### config.mk
export PLATFORM = sky130hd
export DESIGN_NAME = websocket_frame_deframer
export DESIGN_NICKNAME = d
export VERILOG_FILES = /design/src/rtl/core/wsfd_pkg.sv /design/src/rtl/core/wsfd_parser.sv /design/src/rtl/core/websocket_frame_deframer.sv
export VERILOG_INCLUDE_DIRS = /design/src /design/src/rtl/core
export SDC_FILE = /design/constraint.sdc
export NUM_CORES = 1
export LEC_CHECK = 0
export ABC_AREA = 1
export BUFFER_PORTS_ARGS = -buffer_cell sky130_fd_sc_hd__buf_4
export CORE_MARGIN = 2
export CORE_UTILIZATION = 65
export CTS_BUF_LIST = sky130_fd_sc_hd__clkbuf_8 sky130_fd_sc_hd__clkbuf_16
export DETAILED_ROUTE_END_ITERATION = 8
export PLACE_DENSITY = 0.83
export SLEW_MARGIN = 0
export SYNTH_ARGS = -nofsm -noshare
export SYNTH_HDL_FRONTEND = slang
export SYNTH_SLANG_ARGS = --single-unit
### constraint.sdc
create_clock -name aclk -period 7.7 [get_ports aclk]
set_input_delay 1.925 -clock aclk [delete_from_list [all_inputs] [get_ports aclk]]
set_output_delay 1.925 -clock aclk [all_outputs]
set_load 0.05 [all_outputs]
### src/rtl/core/websocket_frame_deframer_macros.svh
// ----------------------------------------------------------------------------
// websocket frame deframer assertion macros
// concurrent property wrappers clocked on aclk, off while aresetn is low
// ----------------------------------------------------------------------------
`ifndef WEBSOCKET_FRAME_DEFRAMER_MACROS_SVH
`define WEBSOCKET_FRAME_DEFRAMER_MACROS_SVH

// same-cycle implication
`define WSFD_ASSERT_NOW(label, ante, cons, msg) \
    label: assert property (@(posedge aclk) disable iff (!aresetn) \
        (ante) |-> (cons)) else $error(msg);

// next-cycle implication
`define WSFD_ASSERT_NEXT(label, ante, cons, msg) \
    label: assert property (@(posedge aclk) disable iff (!aresetn) \
        (ante) |=> (cons)) else $error(msg);

`endif

### src/rtl/core/wsfd_pkg.sv
// ----------------------------------------------------------------------------
// wsfd_pkg
// shared types and constants of the websocket frame deframer
// ----------------------------------------------------------------------------
package wsfd_pkg;

    localparam logic [3:0] OP_CONT  = 4'h0;
    localparam logic [3:0] OP_CLOSE = 4'h8;

    localparam logic [6:0] LEN_EXT16 = 7'd126;
    localparam logic [6:0] LEN_EXT64 = 7'd127;

    localparam logic [3:0] EXT16_BYTES = 4'd2;
    localparam logic [3:0] EXT64_BYTES = 4'd8;

    typedef enum logic [4:0] {
        PH_HDR0 = 5'b00001,
        PH_HDR1 = 5'b00010,
        PH_EXT  = 5'b00100,
        PH_KEY  = 5'b01000,
        PH_PAY  = 5'b10000
    } phase_t;

    typedef struct packed {
        logic       valid;
        logic [7:0] data_byte;
        logic       data_valid;
        logic [3:0] message_opcode;
        logic       end_of_message;
        logic       orphan_error;
        logic       closed;
    } result_t;

endpackage

### src/rtl/core/wsfd_parser.sv
// ----------------------------------------------------------------------------
// wsfd_parser
// frame header state machine, payload counter and unmasking for one stream
// ----------------------------------------------------------------------------
module wsfd_parser
    import wsfd_pkg::*;
(
    input  logic       aclk,
    input  logic       aresetn,
    input  logic       step,
    input  logic [7:0] rx_byte,
    output result_t    result
);

    phase_t      phase_reg,        phase_next;
    logic        final_reg,        final_next;
    logic [3:0]  frame_op_reg,     frame_op_next;
    logic        masked_reg,       masked_next;
    logic [3:0]  ext_left_reg,     ext_left_next;
    logic [63:0] pay_left_reg,     pay_left_next;
    logic [31:0] key_reg,          key_next;
    logic [1:0]  key_pos_reg,      key_pos_next;
    logic        msg_open_reg,     msg_open_next;
    logic [3:0]  open_op_reg,      open_op_next;
    logic        stopped_reg,      stopped_next;

    logic        hdr_done;
    logic [3:0]  ext_dec;
    logic [1:0]  key_pos_inc;
    logic [63:0] pay_dec;
    logic [7:0]  key_byte;

    assign ext_dec     = ext_left_reg - 4'd1;
    assign key_pos_inc = key_pos_reg + 2'd1;
    assign pay_dec     = pay_left_reg - 64'd1;

    always_comb begin
        case (key_pos_reg)
            2'd0:    key_byte = key_reg[31:24];
            2'd1:    key_byte = key_reg[23:16];
            2'd2:    key_byte = key_reg[15:8];
            default: key_byte = key_reg[7:0];
        endcase
    end

    always_comb begin
        phase_next    = phase_reg;
        final_next    = final_reg;
        frame_op_next = frame_op_reg;
        masked_next   = masked_reg;
        ext_left_next = ext_left_reg;
        pay_left_next = pay_left_reg;
        key_next      = key_reg;
        key_pos_next  = key_pos_reg;
        msg_open_next = msg_open_reg;
        open_op_next  = open_op_reg;
        stopped_next  = stopped_reg;
        hdr_done      = 1'b0;
        result        = '0;

        if (step && !stopped_reg) begin
            unique case (phase_reg)
                PH_HDR0: begin
                    final_next    = rx_byte[7];
                    frame_op_next = rx_byte[3:0];
                    phase_next    = PH_HDR1;
                end
                PH_HDR1: begin
                    masked_next   = rx_byte[7];
                    key_next      = '0;
                    key_pos_next  = '0;
                    pay_left_next = '0;
                    if (rx_byte[6:0] == LEN_EXT16) begin
                        ext_left_next = EXT16_BYTES;
                        phase_next    = PH_EXT;
                    end else if (rx_byte[6:0] == LEN_EXT64) begin
                        ext_left_next = EXT64_BYTES;
                        phase_next    = PH_EXT;
                    end else begin
                        pay_left_next = {57'd0, rx_byte[6:0]};
                        if (rx_byte[7]) begin
                            phase_next = PH_KEY;
                        end else begin
                            hdr_done = 1'b1;
                        end
                    end
                end
                PH_EXT: begin
                    pay_left_next = {pay_left_reg[55:0], rx_byte};
                    ext_left_next = ext_dec;
                    if (ext_dec == 4'd0) begin
                        if (masked_reg) begin
                            key_pos_next = '0;
                            phase_next   = PH_KEY;
                        end else begin
                            hdr_done = 1'b1;
                        end
                    end
                end
                PH_KEY: begin
                    key_next     = {key_reg[23:0], rx_byte};
                    key_pos_next = key_pos_inc;
                    if (key_pos_inc == 2'd0) begin
                        hdr_done = 1'b1;
                    end
                end
                PH_PAY: begin
                    key_pos_next          = key_pos_inc;
                    pay_left_next         = pay_dec;
                    result.valid          = 1'b1;
                    result.data_byte      = rx_byte ^ key_byte;
                    result.data_valid     = 1'b1;
                    result.message_opcode = open_op_reg;
                    if (pay_dec == 64'd0) begin
                        phase_next = PH_HDR0;
                        if (final_reg || frame_op_reg == OP_CLOSE) begin
                            result.end_of_message = 1'b1;
                            msg_open_next         = 1'b0;
                            if (final_reg && open_op_reg == OP_CLOSE) begin
                                result.closed = 1'b1;
                                stopped_next  = 1'b1;
                            end
                        end
                    end
                end
                default: begin
                    phase_next = PH_HDR0;
                end
            endcase

            // header complete: flag an orphan continuation, or open or join the message, then payload or frame end
            if (hdr_done) begin
                key_pos_next = '0;
                if (!msg_open_reg && frame_op_reg == OP_CONT) begin
                    stopped_next        = 1'b1;
                    phase_next          = PH_HDR0;
                    result.valid        = 1'b1;
                    result.orphan_error = 1'b1;
                    result.closed       = 1'b1;
                end else begin
                    if (!msg_open_reg) begin
                        msg_open_next = 1'b1;
                        open_op_next  = frame_op_reg;
                    end
                    if (pay_left_next == 64'd0) begin
                        phase_next = PH_HDR0;
                        if (final_reg || frame_op_reg == OP_CLOSE) begin
                            result.valid          = 1'b1;
                            result.end_of_message = 1'b1;
                            result.message_opcode = open_op_next;
                            msg_open_next         = 1'b0;
                            if (final_reg && open_op_next == OP_CLOSE) begin
                                result.closed = 1'b1;
                                stopped_next  = 1'b1;
                            end
                        end
                    end else begin
                        phase_next = PH_PAY;
                    end
                end
            end
        end
    end

    always_ff @(posedge aclk) begin
        if (!aresetn) begin
            phase_reg    <= PH_HDR0;
            final_reg    <= 1'b0;
            frame_op_reg <= '0;
            masked_reg   <= 1'b0;
            ext_left_reg <= '0;
            pay_left_reg <= '0;
            key_reg      <= '0;
            key_pos_reg  <= '0;
            msg_open_reg <= 1'b0;
            open_op_reg  <= '0;
            stopped_reg  <= 1'b0;
        end else begin
            phase_reg    <= phase_next;
            final_reg    <= final_next;
            frame_op_reg <= frame_op_next;
            masked_reg   <= masked_next;
            ext_left_reg <= ext_left_next;
            pay_left_reg <= pay_left_next;
            key_reg      <= key_next;
            key_pos_reg  <= key_pos_next;
            msg_open_reg <= msg_open_next;
            open_op_reg  <= open_op_next;
            stopped_reg  <= stopped_next;
        end
    end

endmodule

### src/rtl/core/websocket_frame_deframer.sv
// Receives one connection's byte stream and strips websocket framing: each
// accepted byte is a header byte or a payload byte, and every payload byte
// leaves unmasked with the opcode of its message, while end of message, a
// stray continuation frame and a finished close are flagged on the result.
// The block takes one byte per clock cycle while the output is not held by
// m_ready low; each byte passes through the input register and then the
// result register, and the header parser with its 64-bit payload counter
// sits between them. After an orphan continuation frame or a completed
// close message the block drops all further bytes until reset.
// ----------------------------------------------------------------------------
// websocket_frame_deframer
// input register, frame parser and result register with valid/ready channels
// ----------------------------------------------------------------------------
`include "websocket_frame_deframer_macros.svh"

module websocket_frame_deframer
    import wsfd_pkg::*;
(
    input  logic       aclk,
    input  logic       aresetn,
    input  logic       s_valid,
    output logic       s_ready,
    input  logic [7:0] s_rx_byte,
    output logic       m_valid,
    input  logic       m_ready,
    output logic [7:0] m_data_byte,
    output logic       m_data_valid,
    output logic [3:0] m_message_opcode,
    output logic       m_end_of_message,
    output logic       m_orphan_error,
    output logic       m_closed
);

    logic       in_valid_reg;
    logic [7:0] in_byte_reg;
    logic       m_valid_reg;
    result_t    out_reg;
    result_t    res;
    logic       advance;
    logic       step;

    assign advance = !m_valid_reg || m_ready;
    assign step    = in_valid_reg && advance;
    assign s_ready = !in_valid_reg || advance;

    wsfd_parser u_parser (
        .aclk    (aclk),
        .aresetn (aresetn),
        .step    (step),
        .rx_byte (in_byte_reg),
        .result  (res)
    );

    always_ff @(posedge aclk) begin
        if (!aresetn) begin
            in_valid_reg <= 1'b0;
        end else if (s_valid && s_ready) begin
            in_valid_reg <= 1'b1;
        end else if (step) begin
            in_valid_reg <= 1'b0;
        end
    end

    always_ff @(posedge aclk) begin
        if (s_valid && s_ready) begin
            in_byte_reg <= s_rx_byte;
        end
    end

    always_ff @(posedge aclk) begin
        if (!aresetn) begin
            m_valid_reg <= 1'b0;
        end else if (advance) begin
            m_valid_reg <= step && res.valid;
        end
    end

    always_ff @(posedge aclk) begin
        if (advance) begin
            out_reg <= res;
        end
    end

    assign m_valid          = m_valid_reg;
    assign m_data_byte      = out_reg.data_byte;
    assign m_data_valid     = out_reg.data_valid;
    assign m_message_opcode = out_reg.message_opcode;
    assign m_end_of_message = out_reg.end_of_message;
    assign m_orphan_error   = out_reg.orphan_error;
    assign m_closed         = out_reg.closed;

    // a result without a payload byte only reports a frame end or an orphan
    `WSFD_ASSERT_NOW(a_no_empty_result, m_valid && !m_data_valid,
        m_end_of_message || m_orphan_error, "result carries neither data nor event")
    `WSFD_ASSERT_NOW(a_orphan_closes, m_valid && m_orphan_error, m_closed,
        "orphan error without closed")
    // input side only stalls when both registers are full and output is blocked
    `WSFD_ASSERT_NOW(a_stall_cause, !s_ready, in_valid_reg && m_valid && !m_ready,
        "input stalled without a full pipeline")
    `WSFD_ASSERT_NEXT(a_silent_after_close, m_valid && m_ready && m_closed, !m_valid,
        "result produced after close")

endmodule
==> results.sh <==
export IMPL_grt_usage_pct=39.04
export IMPL_largest_register_ffs=64
export IMPL_synth_area_leader_cell="sky130_fd_sc_hd__dfxtp_1"
export IMPL_critical_path_top_cell_by_count="sky130_fd_sc_hd__buf_4"
export IMPL_sequentialPowerShare_pct=38.3
export IMPL_first_global_vias=10010
export IMPL_vias_per_cell=5.882
export IMPL_place_congestion=0.9951
export IMPL_timing_hold_violations_final=0
export IMPL_core_area_sq_um=15150
export IMPL_worstMarginPinSlew_ns=1.147
export IMPL_ant_nets=0
export IMPL_die_area_sq_um=16470
export IMPL_synth_top_cells_by_area="sky130_fd_sc_hd__dfxtp_1 (24%), sky130_fd_sc_hd__nand2_1 (18%), sky130_fd_sc_hd__nor2_1 (9.7%)"
export IMPL_initialDrtViolationCount=1132
export IMPL_endpoint_kind="output pin"
export IMPL_swShare_pct=35.05
export IMPL_grt_overflow_total=0
export IMPL_i_o_pin_total=30
export IMPL_ys_warn_count=0
export IMPL_finalWorstSetupSlack_ns=3.313
export IMPL_clk_root_buffer_cell="sky130_fd_sc_hd__clkbuf_16"
export IMPL_worst_clock_skew_ns=0.009274
export IMPL_power_switching_mw=0.7816
export IMPL_worst_path_top_cell_family_by_delay="buffers and inverters"
export IMPL_pwr_share_clk_pct=39.5
export IMPL_grt_first_pass_wirelength_mm=50.48
export IMPL_yosys_cell_count_top_type="sky130_fd_sc_hd__nand2_1"
export IMPL_criticalPathCategory="in2out"
export IMPL_crit_path_cell_trace="buf_4 > nor2_1 > nand2_1 > buf_4"
export IMPL_die_height_um=128.3
export IMPL_chip_width_um=128.3
export IMPL_flow_area_growth_from_synthesis_pct=8.817
export IMPL_critical_path_required_ns=5.78
export IMPL_finalCoreUtilization_pct=72.19
export IMPL_numCtsBuffers=17
export IMPL_fmax_mhz=228.0
export IMPL_clkTransAtPathRegs_ns=0.07
export IMPL_number_of_enable_type_register_cells_in_the_synthesized_netlist=24
export IMPL_status="finished clean"
export IMPL_seq_area_frac_synth_pct=31.28
export IMPL_top_cell_types_by_occurrence_after_synthesis="sky130_fd_sc_hd__nand2_1 (484), sky130_fd_sc_hd__nor2_1 (260), sky130_fd_sc_hd__inv_1 (187), sky130_fd_sc_hd__a21oi_1 (129), sky130_fd_sc_hd__dfxtp_1 (121)"
export IMPL_post_cts_hold_buffer_count=0
export IMPL_grt_start_max_net_pins=100
export IMPL_pre_cts_setup_slack_ns=3.180
export IMPL_synthesis_area_sq_um=10050
export IMPL_synth_nets=1666
export IMPL_timing_max_cap_violations=0
export IMPL_initial_utilization_pct=66.34
export IMPL_slew_limit_headroom_pct=23.46
export IMPL_insertedDiodeCount=0
export IMPL_tritoncts="yes"
export IMPL_worst_hold_path_type="reg2reg"
export IMPL_number_of_remaining_drc_errors=0
export IMPL_share_of_synthesized_registers_carrying_an_async_set_or_reset_pct=0
export IMPL_critical_path_arrival_ns=2.46
export IMPL_postRouteWirelength_mm=31.59
export IMPL_postCtsResizedCells=0
export IMPL_intPower_mw=1.449
export IMPL_layout_drive_gt1_share_pct=7.441
export IMPL_static_leakage_power_nw=5.252
export IMPL_vdd_ir_drop_worst_mv=0.1783
export IMPL_layout_worst_path_cycle_share_pct=56.97
export IMPL_layout_cell_area_non_filler_sq_um=10930
export IMPL_rsz0062_at_grt="false"
export IMPL_startpoint_type_of_the_worst_setup_path="primary input"
export IMPL_setup_viol=0
export IMPL_path_buf_inv=2
export IMPL_power_density_nw_per_um2=204.0
export IMPL_maximum_single_stage_delay_on_the_critical_path_ns=0.20
export IMPL_io_buffers=29
export IMPL_totalNegativeSetupSlack_ns=0
export IMPL_num_rows=45
export IMPL_cts_setup_buffers=0
export IMPL_final_max_slew_viol_count=0
export IMPL_yosysUniqueCellTypes=46
export IMPL_layout_filler_cells=1340
export IMPL_critical_path_max_fanout=3
export IMPL_finalNetCount=1661
export IMPL_ys_seq_elements=145
export IMPL_yosys_area_top_type_share_pct=24.11
export IMPL_detailedRoute_firstPassIterationCount=5
export IMPL_final_critical_path_required_period_ns=4.387
export IMPL_synth_avg_cell_area_sq_um=6.108
export IMPL_vias=10830
export IMPL_instances_no_fill=1841
export IMPL_cts_buffer_depth=2
export IMPL_clock_sinks=145
export IMPL_wl_cell_um=17.16
export IMPL_post_dp_cell_area_sq_um=10310
export IMPL_critical_path_slowest_cell="sky130_fd_sc_hd__buf_4"
export IMPL_ys_flop_type="sky130_fd_sc_hd__dfxtp_1"
export IMPL_later_pin_clock_latency_in_the_skew_report_ns=0.44
export IMPL_pwr_share_comb_pct=22.2
export IMPL_post_place_cells=1809
export IMPL_detailed_place_hpwl_mm=22.80
export IMPL_h_tree_level_count=4
export IMPL_cell_count_after_synthesis=1645
export IMPL_antenna_found_initial=0
## cell families (layout without fill, tap and decap cells)
| logic type | Yosys count | in the layout | synth area share (%) |
|---|---|---|---|
| simple gates | 899 | 899 | 38.13 |
| compound gates | 325 | 325 | 18.28 |
| buf+inv | 252 | 260 | 9.875 |
| flops | 145 | 145 | 31.28 |
| xor+xnor | 15 | 15 | 1.308 |
| fa+ha+maj | 9 | 9 | 1.121 |
## cell type report
type | instances | area [sq um] | area share [%]
Sequential cell | 145 | 3143 | 28.75
Multi-Input combinational cell | 1248 | 5943 | 54.36
Clock buffer | 18 | 439.2 | 4.017
Inverter | 193 | 725.7 | 6.638
Timing Repair Buffer | 35 | 262.8 | 2.403
Tap cell | 188 | 235.2 | 2.152
Clock inverter | 14 | 183.9 | 1.682
## layout by cell type, fill, tap and decap left out, drive strengths merged, types with 10 or more instances in the layout
| master | n |
|---|---|
| nand3 | 83 |
| a22oi | 57 |
| xor2 | 14 |
| clkbuf | 18 |
| a21oi | 129 |
| inv | 197 |
| dfxtp | 121 |
| edfxtp | 24 |
| nor2 | 284 |
| o21ai | 109 |
| nand4 | 10 |
| nand2 | 499 |
| buf | 35 |
## worst reg2reg max path, stage by stage (launching register included)
cell and delay (ns):
sky130_fd_sc_hd__dfxtp_1 0.34, sky130_fd_sc_hd__inv_1 0.20, sky130_fd_sc_hd__ha_1 0.36, sky130_fd_sc_hd__nand2_4 0.12, sky130_fd_sc_hd__nor2_2 0.15, sky130_fd_sc_hd__nand2_2 0.16, sky130_fd_sc_hd__nor2_4 0.24, sky130_fd_sc_hd__nand2_1 0.08
sky130_fd_sc_hd__nand2_1 0.07, sky130_fd_sc_hd__nand2_1 0.05, sky130_fd_sc_hd__nand2_1 0.05, sky130_fd_sc_hd__nand2_1 0.07, sky130_fd_sc_hd__nor2_1 0.38, sky130_fd_sc_hd__nand2_1 0.14, sky130_fd_sc_hd__nor2_1 0.13, sky130_fd_sc_hd__nand2_1 0.12
sky130_fd_sc_hd__nor2_4 0.19, sky130_fd_sc_hd__nand4_4 0.17, sky130_fd_sc_hd__o21bai_1 0.19, sky130_fd_sc_hd__nor2_1 0.05
## per-stage QoR
| step | hold WS [ns] | power, mW |
|---|---|---|
| after floorplan | 0.4374 | 1.212 |
| after global placement | 0.4484 | 1.342 |
| after detailed placement | 0.4571 | 1.347 |
| after CTS | 0.4704 | 2.218 |
| after global routing | 0.4793 | 2.319 |
| final | 0.4681 | 2.230 |
## layer usage
layer	vias up	global-route usage [%]	part of all wire, %
li1	5312	-	-
met1	4879	46.48	39
met2	507	63.92	46
met3	131	10.02	8.4
met4	0	22.88	5.9
met5	-	0	0
## worst paths after layout
kind,startpoint,endpoint,slack [ns],cells after the start
worst max-delay path,m_ready,s_ready,3.31,4
worst min-delay path,u_parser.key_reg[30],u_parser.key_reg[30],0.47,2
worst max register to register,u_parser.pay_left_reg[0],m_message_opcode[1],4.19,19
worst min register to register,u_parser.key_reg[30],u_parser.key_reg[30],0.47,2
## power by group through the flow
stage	sequential, mW	combinational, mW	clock, mW
after global routing	0.856	0.552	0.911
after floorplan	0.848	0.364	0
after CTS	0.851	0.484	0.884
final	0.854	0.496	0.881
after global placement	0.867	0.475	0
after detailed placement	0.867	0.479	0
No activity file was read; power rests on OpenSTA's default activity.
